File: src/design/nstm_pkg.sv
package nstm_pkg;

  localparam int NOTE_W    = 7;
  localparam int NOTES     = 8;
  localparam int LEN_W     = 4;
  localparam int CFG_W     = 56;
  localparam int CFG_IDX_W = 3;
  localparam int MAX_SLOTS = 3;
  localparam int COUNT_W   = 2;
  localparam int INDEX_W   = 2;
  localparam int LENS_W    = LEN_W * MAX_SLOTS;

  // Configuration register indexes
  typedef enum logic [CFG_IDX_W-1:0] {
    CFG_TEMPLATE_COUNT   = 3'd0,
    CFG_TEMPLATE_LENGTHS = 3'd1,
    CFG_NOTES_A          = 3'd2,
    CFG_NOTES_B          = 3'd3,
    CFG_NOTES_C          = 3'd4
  } cfg_index_t;

  typedef logic [NOTE_W-1:0] note_t;

  typedef struct packed {
    logic               match_found;
    logic [INDEX_W-1:0] template_index;
  } result_t;

  // True when two notes differ by at most one bin
  function automatic logic note_close(input note_t a, input note_t b);
    logic [NOTE_W:0] d;
    d = {1'b0, a} - {1'b0, b};
    return (d == '0) || (d == (NOTE_W+1)'(1)) || (d == '1);
  endfunction

endpackage

File: src/design/nstm_note_if.sv
interface nstm_note_if
  import nstm_pkg::*;
();
  logic  valid;
  logic  ready;
  note_t note_value;

  modport source (output valid, output note_value, input ready);
  modport sink   (input valid, input note_value, output ready);
endinterface

File: src/design/nstm_match_if.sv
interface nstm_match_if
  import nstm_pkg::*;
();
  logic               valid;
  logic               ready;
  logic               match_found;
  logic [INDEX_W-1:0] template_index;

  modport source (output valid, output match_found, output template_index, input ready);
  modport sink   (input valid, input match_found, input template_index, output ready);
endinterface

File: src/design/nstm_history.sv
module nstm_history
  import nstm_pkg::*;
#(
  parameter int HISTORY_DEPTH = 8
) (
  input  logic                             clk,
  input  logic                             rst,
  input  logic                             shift,
  input  note_t                            note_value,
  output logic [HISTORY_DEPTH-1:0][NOTE_W-1:0] view
);

  logic [HISTORY_DEPTH-1:0][NOTE_W-1:0] hist;

  // History as it stands once the incoming note is shifted in; entry 0 is newest
  always_comb begin
    view[0] = note_value;
    for (int k = 1; k < HISTORY_DEPTH; k++) begin
      view[k] = hist[k-1];
    end
  end

  always_ff @(posedge clk) begin
    if (rst) begin
      hist <= '0;
    end else if (shift) begin
      hist <= view;
    end
  end

endmodule

File: src/design/nstm_slot_match.sv
module nstm_slot_match
  import nstm_pkg::*;
#(
  parameter int HISTORY_DEPTH = 8
) (
  input  logic [HISTORY_DEPTH-1:0][NOTE_W-1:0] view,
  input  logic [CFG_W-1:0]                     notes,
  input  logic [LEN_W-1:0]                     len,
  output logic                                 match
);

  logic [NOTES-1:0][HISTORY_DEPTH-1:0] ok;
  logic [NOTES:0]                      len_ok;
  logic [LEN_W-1:0]                    len_sat;

  // Every template note against every history entry
  for (genvar j = 0; j < NOTES; j++) begin : g_note
    for (genvar a = 0; a < HISTORY_DEPTH; a++) begin : g_age
      assign ok[j][a] = note_close(view[a], notes[NOTE_W*j +: NOTE_W]);
    end
  end

  // Match result for each possible length; last note aligns with the newest entry
  always_comb begin
    for (int l = 0; l <= NOTES; l++) begin
      len_ok[l] = 1'b1;
      for (int j = 0; j < l; j++) begin
        len_ok[l] = len_ok[l] & ok[j][(l - 1 - j) % HISTORY_DEPTH];
      end
    end
  end

  // Lengths above eight saturate
  assign len_sat = (len > LEN_W'(NOTES)) ? LEN_W'(NOTES) : len;
  assign match   = len_ok[len_sat];

endmodule

File: src/design/nstm_out_buf.sv
module nstm_out_buf
  import nstm_pkg::*;
(
  input  logic         clk,
  input  logic         rst,
  input  logic         push,
  input  result_t      push_data,
  output logic         can_push,
  nstm_match_if.source match_out
);

  logic    out_valid;
  result_t out_data;
  logic    skid_valid;
  result_t skid_data;
  logic    pop;

  assign pop      = out_valid && match_out.ready;
  assign can_push = !skid_valid;

  assign match_out.valid          = out_valid;
  assign match_out.match_found    = out_data.match_found;
  assign match_out.template_index = out_data.template_index;

  // Control: output stage plus one skid entry
  always_ff @(posedge clk) begin
    if (rst) begin
      out_valid  <= 1'b0;
      skid_valid <= 1'b0;
    end else begin
      if (pop) begin
        if (skid_valid) begin
          skid_valid <= 1'b0;
        end else if (!push) begin
          out_valid <= 1'b0;
        end
      end
      if (push) begin
        if (!out_valid || pop) begin
          out_valid <= 1'b1;
        end else begin
          skid_valid <= 1'b1;
        end
      end
    end
  end

  // Payload
  always_ff @(posedge clk) begin
    if (pop && skid_valid) begin
      out_data <= skid_data;
    end else if (push && (!out_valid || pop)) begin
      out_data <= push_data;
    end
    if (push && out_valid && !pop) begin
      skid_data <= push_data;
    end
  end

  property p_skid_needs_out;
    @(posedge clk) disable iff (rst) skid_valid |-> out_valid;
  endproperty
  a_skid_needs_out: assert property (p_skid_needs_out)
    else $error("skid entry held while output stage empty");

  property p_stall_fills_skid;
    @(posedge clk) disable iff (rst) (push && out_valid && !match_out.ready) |=> skid_valid;
  endproperty
  a_stall_fills_skid: assert property (p_stall_fills_skid)
    else $error("item pushed during stall not kept in skid entry");

  property p_skid_drains;
    @(posedge clk) disable iff (rst) (skid_valid && pop) |=> (out_valid && !skid_valid);
  endproperty
  a_skid_drains: assert property (p_skid_drains)
    else $error("skid entry not moved to output after pop");

endmodule

File: src/design/note_sequence_template_matcher_top.sv
// Note sequence template matcher.
// note_in carries one detected note per item; match_out returns one result
// per item: match_found and the first matching template slot.
// Configuration is written through cfg_we/cfg_index/cfg_data; the user
// must write it only while idle, which the block does not enforce:
// index 0 template count, 1 packed lengths, 2..4 notes of slots 0..2.
// Each accepted note is shifted into the history and all enabled slots
// are compared in parallel against the updated history in the same cycle;
// the result is registered in the output stage. Throughput: one item per
// cycle while note_in.ready is high, set by the single compare stage
// feeding the output register. If the receiver stalls, one further result is
// held in a skid entry; note_in.ready drops only while that entry is occupied.
// Reset clears the history to zero notes, all configuration registers to
// zero and empties the output stage.
module note_sequence_template_matcher_top
  import nstm_pkg::*;
#(
  parameter int HISTORY_DEPTH  = 8,
  parameter int TEMPLATE_SLOTS = 3
) (
  input  logic                 clk,
  input  logic                 rst,
  input  logic                 cfg_we,
  input  logic [CFG_IDX_W-1:0] cfg_index,
  input  logic [CFG_W-1:0]     cfg_data,
  nstm_note_if.sink            note_in,
  nstm_match_if.source         match_out
);

  logic [COUNT_W-1:0]                    template_count;
  logic [LENS_W-1:0]                     template_lengths;
  logic [MAX_SLOTS-1:0][CFG_W-1:0]       template_notes;
  logic [HISTORY_DEPTH-1:0][NOTE_W-1:0]  view;
  logic [TEMPLATE_SLOTS-1:0]             slot_match;
  logic [COUNT_W-1:0]                    count_eff;
  logic                                  accept;
  logic                                  can_push;
  result_t                               result;

  assign accept        = note_in.valid && can_push;
  assign note_in.ready = can_push;

  // Configuration registers
  always_ff @(posedge clk) begin
    if (rst) begin
      template_count   <= '0;
      template_lengths <= '0;
      template_notes   <= '0;
    end else if (cfg_we) begin
      unique case (cfg_index)
        CFG_TEMPLATE_COUNT:   template_count    <= cfg_data[COUNT_W-1:0];
        CFG_TEMPLATE_LENGTHS: template_lengths  <= cfg_data[LENS_W-1:0];
        CFG_NOTES_A:          template_notes[0] <= cfg_data;
        CFG_NOTES_B:          template_notes[1] <= cfg_data;
        CFG_NOTES_C:          template_notes[2] <= cfg_data;
        default: ;
      endcase
    end
  end

  nstm_history #(.HISTORY_DEPTH(HISTORY_DEPTH)) u_history (
    .clk        (clk),
    .rst        (rst),
    .shift      (accept),
    .note_value (note_in.note_value),
    .view       (view)
  );

  for (genvar s = 0; s < TEMPLATE_SLOTS; s++) begin : g_slot
    nstm_slot_match #(.HISTORY_DEPTH(HISTORY_DEPTH)) u_slot (
      .view  (view),
      .notes (template_notes[s]),
      .len   (template_lengths[LEN_W*s +: LEN_W]),
      .match (slot_match[s])
    );
  end

  // Only the first TEMPLATE_SLOTS slots can be searched
  assign count_eff = (template_count > COUNT_W'(TEMPLATE_SLOTS)) ?
                     COUNT_W'(TEMPLATE_SLOTS) : template_count;

  // First matching slot in order wins
  always_comb begin
    result = '0;
    for (int s = TEMPLATE_SLOTS - 1; s >= 0; s--) begin
      if (slot_match[s] && (COUNT_W'(s) < count_eff)) begin
        result.match_found    = 1'b1;
        result.template_index = INDEX_W'(s);
      end
    end
  end

  nstm_out_buf u_out_buf (
    .clk       (clk),
    .rst       (rst),
    .push      (accept),
    .push_data (result),
    .can_push  (can_push),
    .match_out (match_out)
  );

  property p_no_match_index_zero;
    @(posedge clk) disable iff (rst)
      (match_out.valid && !match_out.match_found) |-> (match_out.template_index == '0);
  endproperty
  a_no_match_index_zero: assert property (p_no_match_index_zero)
    else $error("template index nonzero without a match");

  property p_index_in_range;
    @(posedge clk) disable iff (rst)
      (match_out.valid && match_out.match_found) |->
        (match_out.template_index < INDEX_W'(TEMPLATE_SLOTS));
  endproperty
  a_index_in_range: assert property (p_index_in_range)
    else $error("reported slot beyond available slots");

  property p_count_zero_no_match;
    @(posedge clk) disable iff (rst)
      (accept && (template_count == '0)) |=> (match_out.valid && !match_out.match_found)
        || $past(match_out.valid && !match_out.ready);
  endproperty
  a_count_zero_no_match: assert property (p_count_zero_no_match)
    else $error("match reported with no slots searched");

endmodule

File: src/flat_wrapper.sv
// flat-port wrapper written by rule: the top's interface ports become plain ports
module note_sequence_template_matcher_top_flat import nstm_pkg::*;
#(
  parameter int HISTORY_DEPTH  = 8,
  parameter int TEMPLATE_SLOTS = 3
)
  (clk, rst, cfg_we, cfg_index, cfg_data, note_in_valid, note_in_note_value, note_in_ready, match_out_valid, match_out_match_found, match_out_template_index, match_out_ready);
  nstm_note_if note_in_i ();
  nstm_match_if match_out_i ();
  input  logic clk;
  input  logic rst;
  input  logic cfg_we;
  input  logic [CFG_IDX_W-1:0] cfg_index;
  input  logic [CFG_W-1:0] cfg_data;
  input wire logic [$bits(note_in_i.valid)-1:0] note_in_valid;
  input wire logic [$bits(note_in_i.note_value)-1:0] note_in_note_value;
  output wire logic [$bits(note_in_i.ready)-1:0] note_in_ready;
  output wire logic [$bits(match_out_i.valid)-1:0] match_out_valid;
  output wire logic [$bits(match_out_i.match_found)-1:0] match_out_match_found;
  output wire logic [$bits(match_out_i.template_index)-1:0] match_out_template_index;
  input wire logic [$bits(match_out_i.ready)-1:0] match_out_ready;
  assign note_in_i.valid = note_in_valid;
  assign note_in_i.note_value = note_in_note_value;
  assign note_in_ready = note_in_i.ready;
  assign match_out_valid = match_out_i.valid;
  assign match_out_match_found = match_out_i.match_found;
  assign match_out_template_index = match_out_i.template_index;
  assign match_out_i.ready = match_out_ready;
  note_sequence_template_matcher_top #(.HISTORY_DEPTH(HISTORY_DEPTH), .TEMPLATE_SLOTS(TEMPLATE_SLOTS)) u_core (.clk(clk), .rst(rst), .cfg_we(cfg_we), .cfg_index(cfg_index), .cfg_data(cfg_data), .note_in(note_in_i), .match_out(match_out_i));
endmodule
File: config.mk
export PLATFORM = sky130hd
export DESIGN_NAME = note_sequence_template_matcher_top_flat
export DESIGN_NICKNAME = d
export VERILOG_FILES = /design/src/design/nstm_pkg.sv /design/src/design/nstm_note_if.sv /design/src/design/nstm_match_if.sv /design/src/design/nstm_history.sv /design/src/design/nstm_slot_match.sv /design/src/design/nstm_out_buf.sv /design/src/design/note_sequence_template_matcher_top.sv /design/src/flat_wrapper.sv
export SDC_FILE = /design/constraint.sdc
export NUM_CORES = 2
export LEC_CHECK = 0
export BUFFER_PORTS_ARGS = -buffer_cell sky130_fd_sc_hd__buf_4
export CAP_MARGIN = 20
export CORE_MARGIN = 5
export CORE_UTILIZATION = 50
export DETAILED_ROUTE_END_ITERATION = 8
export PLACE_DENSITY = 0.66
export RECOVER_POWER = 50
export SKIP_CTS_REPAIR_TIMING = 1
export SLEW_MARGIN = 20
export SYNTH_ARGS = -nofsm -noshare
export SYNTH_HDL_FRONTEND = slang
export SYNTH_SLANG_ARGS = --single-unit
export TNS_END_PERCENT = 100
File: constraint.sdc
create_clock -name clk -period 5.5 [get_ports clk]
set_clock_uncertainty 0.2 [all_clocks]
set_input_delay 1.1 -clock clk [delete_from_list [all_inputs] [get_ports clk]]
set_output_delay 1.1 -clock clk [all_outputs]
set_load 0.005 [all_outputs]
# After elaboration in Yosys (flattened, before gate mapping)
# Index checks and enable logic that the tools add are counted.
word_totals:
  latch_bits: 0
  mem_bits_ro: 0
  ramBits: 0
  reg_bits: 239
  mem_count: 0
classes:
  shift: 0
  bitwise_logic: 84
  add_sub_neg: 108
  muxes: 23
  mul: 0
  n_lt_le_gt_ge: 10
  div_mod_pow: 0
  eq_ne: 220
  reduce_logical: 344
op_table:
  columns: ["op", "count"]
  rows:
  - ["8-bit by 1-bit == test with 1-bit output (second input constant)", 108]
  - ["8-bit == test (second input constant)", 108]
  - ["8-bit zero test", 108]
  - ["7-bit by 7-bit subtractor with 8-bit output", 108]
  - ["1-bit logical OR", 217]
  - ["1-bit bitwise AND", 84]
  - ["4-bit by 5-bit < comparator with 1-bit output (second input constant)", 3]
  - ["3-bit two-way mux", 5]
  - ["1-bit binary-select mux with 4-bit select", 3]
  - ["4-bit greater-than comparator (second input constant)", 3]
  - ["4-bit two-way mux", 3]
  - ["1-bit two-way mux", 11]
  - ["2-bit AND reduction", 5]
  - ["1-bit logical AND", 9]
  - ["3-bit by 2-bit == test with 1-bit output (second input constant)", 2]
  - ["1-bit by 2-bit < comparator with 1-bit output (first input constant)", 2]
  - ["3-bit by 1-bit == test with 1-bit output (second input constant)", 1]
  - ["3-bit == test (second input constant)", 1]
  - ["1-bit zero test", 3]
  - ["3-bit zero test", 1]
  - ["2-bit greater-than comparator (second input constant)", 1]
  - ["2-bit < comparator (first input constant)", 1]
  - ["2-bit two-way mux", 1]
  - ["2-bit nonzero test", 1]

# Depth between registers and ports, before layout
depth:
  word_depth: 19
  ltp_mapped: 15

# Modules after synthesis
# A second synthesis with hierarchy kept.
hier_totals:
  hier_cells: 5312
  hier_area_um2: 43065.1
modules_own_cells:
  columns: ["mod", "cells_per_inst", "n_inst", "area_per_inst_um2", "seq_area_each_um2"]
  rows:
  - ["nstm_slot_match (u_core.g_slot[2].u_slot)", 1521, 1, 11427.2, 0.0]
  - ["nstm_slot_match (u_core.g_slot[0].u_slot)", 1483, 1, 11157.0, 0.0]
  - ["nstm_slot_match (u_core.g_slot[1].u_slot)", 1457, 1, 11041.8, 0.0]
  - ["note_sequence_template_matcher_top", 664, 1, 7327.0, 3643.5]
  - ["nstm_history", 165, 1, 1796.7, 980.9]
  - ["nstm_out_buf", 22, 1, 315.3, 220.2]

# Worst setup path after synthesis
# OpenSTA, ideal clock, no wires.
synth_timing:
  path_type: "input to register"
  from: "input note_in_note_value[0]"
  to: "register u_core.u_out_buf.out_data (netlist bit u_core.u_out_buf.match_out.template_index[0]), data pin"
  setup_slack_ns: 0.484
  n_path_buf: 0
  stages: 15
  arrival_time_ns: 4.555
  required_time_ns: 5.040
  path_cell_list: "inv_1 ha_1 inv_1 fa_1 a211oi_2 nor3_1 or3b_1 or4_4 nor3b_2 or3_1 o2111ai_1 a2111oi_2 nor4_1 o21a_1 mux2_4"
synth_lines:
  columns: ["item", "line_no", "text"]
  rows:
  - ["start, declared", "flat_wrapper.sv:16", "input wire logic [$bits(note_in_i.note_value)-1:0] note_in_note_value;"]
  - ["end signal, assigned", "nstm_out_buf.sv:51", "out_data <= skid_data;"]
  - ["end signal, assigned", "nstm_out_buf.sv:53", "out_data <= push_data;"]
  - ["end, declared", "nstm_out_buf.sv:13", "result_t out_data;"]

# Worst setup path after layout
layout_timing:
  from: "input note_in_valid"
  to: "register u_core.u_history.hist (netlist bit u_core.u_history.view[28])"
layout_between:
  elab_chain_cells: 1
layout_rtl:
  columns: ["item", "line_no", "text"]
  rows:
  - ["start, declared", "flat_wrapper.sv:15", "input wire logic [$bits(note_in_i.valid)-1:0] note_in_valid;"]
  - ["1-bit logical AND", "note_sequence_template_matcher_top.sv:40", "assign accept = note_in.valid && can_push;"]
  - ["end signal, assigned", "nstm_history.sv:27", "hist <= view;"]
  - ["end, declared", "nstm_history.sv:13", "logic [HISTORY_DEPTH-1:0][NOTE_W-1:0] hist;"]
# Every way passes these cells.
# A chain may end at the register's enable or synchronous reset.

==> results.md <==
- WS Path Type: input port to register
- Antenna Nets Post-Route: 0
- Die area: 0.0908 mm2
- Max Clk Rate: 0.204 GHz
- Core area: 0.0840 mm2
- Synthesized net count: 6472
- Post-synth top cells: ha_1 (756), nand2_1 (590), a21oi_1 (545)
- CP Max Fanout: 39
- Flop2flop setup slack: 0.67 ns
- TritonCTS clock tree: built
- Fin crit period: 4.89 ns
- CP Capture Type: register
- Synth Flop Type: dfxtp_1
- IO Pins: 76
- RSZ-0062 raised after global routing: no
- Failing checks: capacitance limit, slew limit
- Placement Setup Slack: 0.102 ns
- Peak VDD IR: 0.240 mV
- Layout net count: 6605
- Initial Utilization: 50.5%
- Max-cap violations: 5
- Port Buffers: 75
- Worst-Skew Late Latency: 0.64 ns
- Hpwl dp: 117000 um
- Vias in the first global route: 39100
- Cell variety after synth: 94
- Fillers: 8038
- Worst-path clk slew: 0.06 ns
- DR vias/cell: 6.34
- Fin crit share: 89.0%
- Multi-input logic area: 0.0358 mm2
- Max_slew headroom: -92.3%
- Routed via count: 43300
- CTS max path bufs: 3
- Worst setup SP type: input port
- First-pass GRT wire length: 230000 um
- Setup TNS: 0 ns
- Worst setup margin: 0.605 ns
- Status: complete, but fails checks
- Share of layout cells above drive strength 1: 5.41%
- Yosys top cell by area: ha_1
- DRC: 0
- Hold Crit Class: register to register
- Largest net degree at the start of global routing: 122
- WL per Instance: 22.7 um
- WP data arrival: 5.20 ns
- Post-synth top area share: 22.3%
- Most frequent cell after synthesis: ha_1
- Final setup viols: 0
- Power density over the cells: 158 mW/mm2
- Cells after Synth: 5537
- Die X: 301 um
- Total track usage: 32.5%
- Area delta synth->final: 8.66%
- Num rows: 106
- Asr flop ratio synth: 0%
- CTS buffer count: 31
- Final hold vios: 0
- H-tree levels: 1
- Critical Path RT: 5.81 ns
- Reg area: 0.00486 mm2
- Slew Limit Fails: 292
- DRT Wirelength: 155000 um
- Synthesized flop and latch total: 239
- Clk root buf: clkbuf_16
- Drt initial violations: 3820
- Post-synthesis sequential area ratio: 11.4%
- Drt first pass iters: 6
- Synthesized area per cell: 7.66 um2
- Synth top area cells: ha_1 (22%), dfxtp_1 (11%), a21oi_1 (6.4%), nand2_1 (5.2%), fa_1 (5.1%)
- Die height: 301 um
- EDFF count, synth: 6
- Initial antenna violation count: 2
- Total gr overflow: 0
- Slew @ Worst Pin: 2.88 ns
- Synthesis warning total: 0
- Sink Count: 239
- Cell area after synthesis: 0.0424 mm2
- Routability cong.: 0.978
- Leak Pwr: 0.0182 uW
kinds of logic after synthesis:
group / after synthesis / synth area share [%]
xor+xnor: 395 / 8.16
mux: 41 / 1.00
buf+inv: 488 / 4.32
fa+ha+maj: 864 / 27.4
compound gates: 1571 / 24.0
flops: 239 / 11.4
simple gates: 1939 / 23.7
critical path, stage by stage:
cell	delay [ns]
clkbuf_1	0.17
nor2b_1	1.42
clkbuf_1	1.90
nand2_1	0.36
a21oi_1	0.23
sequential cells by signal (all words and copies together), names as in the netlist, 2 cells and up:
signal and flops:
u_core.template_notes 168, u_core.u_history.view 49, u_core.u_out_buf.match_out.template_index 2, u_core.template_lengths 12, u_core.template_count 2, u_core.u_out_buf.skid_data 3
cells in the final DEF, fill, tap and decap left out, types with 35 or more instances in the layout:
cell       instances
a21oi_1          545
or4_1             47
xor2_1           187
nand2b_1          68
nand4_1           75
nor2_1           333
inv_1            392
or3_1             48
nor4_1            86
nor3b_1           35
o2111ai_1         37
o211ai_1          52
nand3_1           84
nor3_1           164
nand3b_1          37
dfxtp_1          225
o21a_1           123
a211oi_1          60
nand2_1          589
nor2b_1          159
buf_4            178
xnor2_1          208
a21o_1           118
o21bai_1          69
ha_1             756
fa_1             108
o31a_1            35
o21ai_0          216
path summary, 6_finish.rpt:
check / to / start / depth (start not counted)
setup reg to reg: u_core.u_out_buf.match_out.template_index[1] / u_core.u_history.view[35] / 15
setup / recovery: u_core.u_history.view[28] / note_in_valid / 5
hold / removal: u_core.template_notes[80] / u_core.template_notes[80] / 2
hold reg to reg: u_core.template_notes[80] / u_core.template_notes[80] / 2
power by group:
group	switching, uW	internal (uW)
clock network	976	1220
logic	1880	1350
registers	73.6	1780
total	2930	4350
layer usage:
metal / up-vias / global-route usage (%) / share of wire, %
met4: 0 / 11.4 / 4.8
met5: - / 0 / 0
met2: 1787 / 52.0 / 43
met3: 365 / 5.34 / 9.0
li1: 20800 / - / -
met1: 20400 / 44.5 / 43
stage by stage:
step	util [%]	std cells	power [uW]	hold WS, ns	area [um2]
after floorplan	-	5537	4160	0.236	42400
after global placement	53.7	6771	4990	0.241	45100
after detailed placement	53.7	6771	5030	0.246	45100
after CTS	55.0	6829	7230	0.254	46100
after global routing	54.9	6829	7670	0.267	46100
final	54.9	6830	7290	0.254	46100
layout make-up:
type,instances,share of cell area (%)
Clock buffer,38,1.78
Multi-Input combinational cell,4810,77.6
Clock inverter,20,0.502
Timing Repair Buffer,190,3.25
Antenna cell,1,0.00543
Sequential cell,239,10.5
Tap cell,1134,3.08
Inverter,398,3.24
No activity file was read; power rests on OpenSTA's default activity.
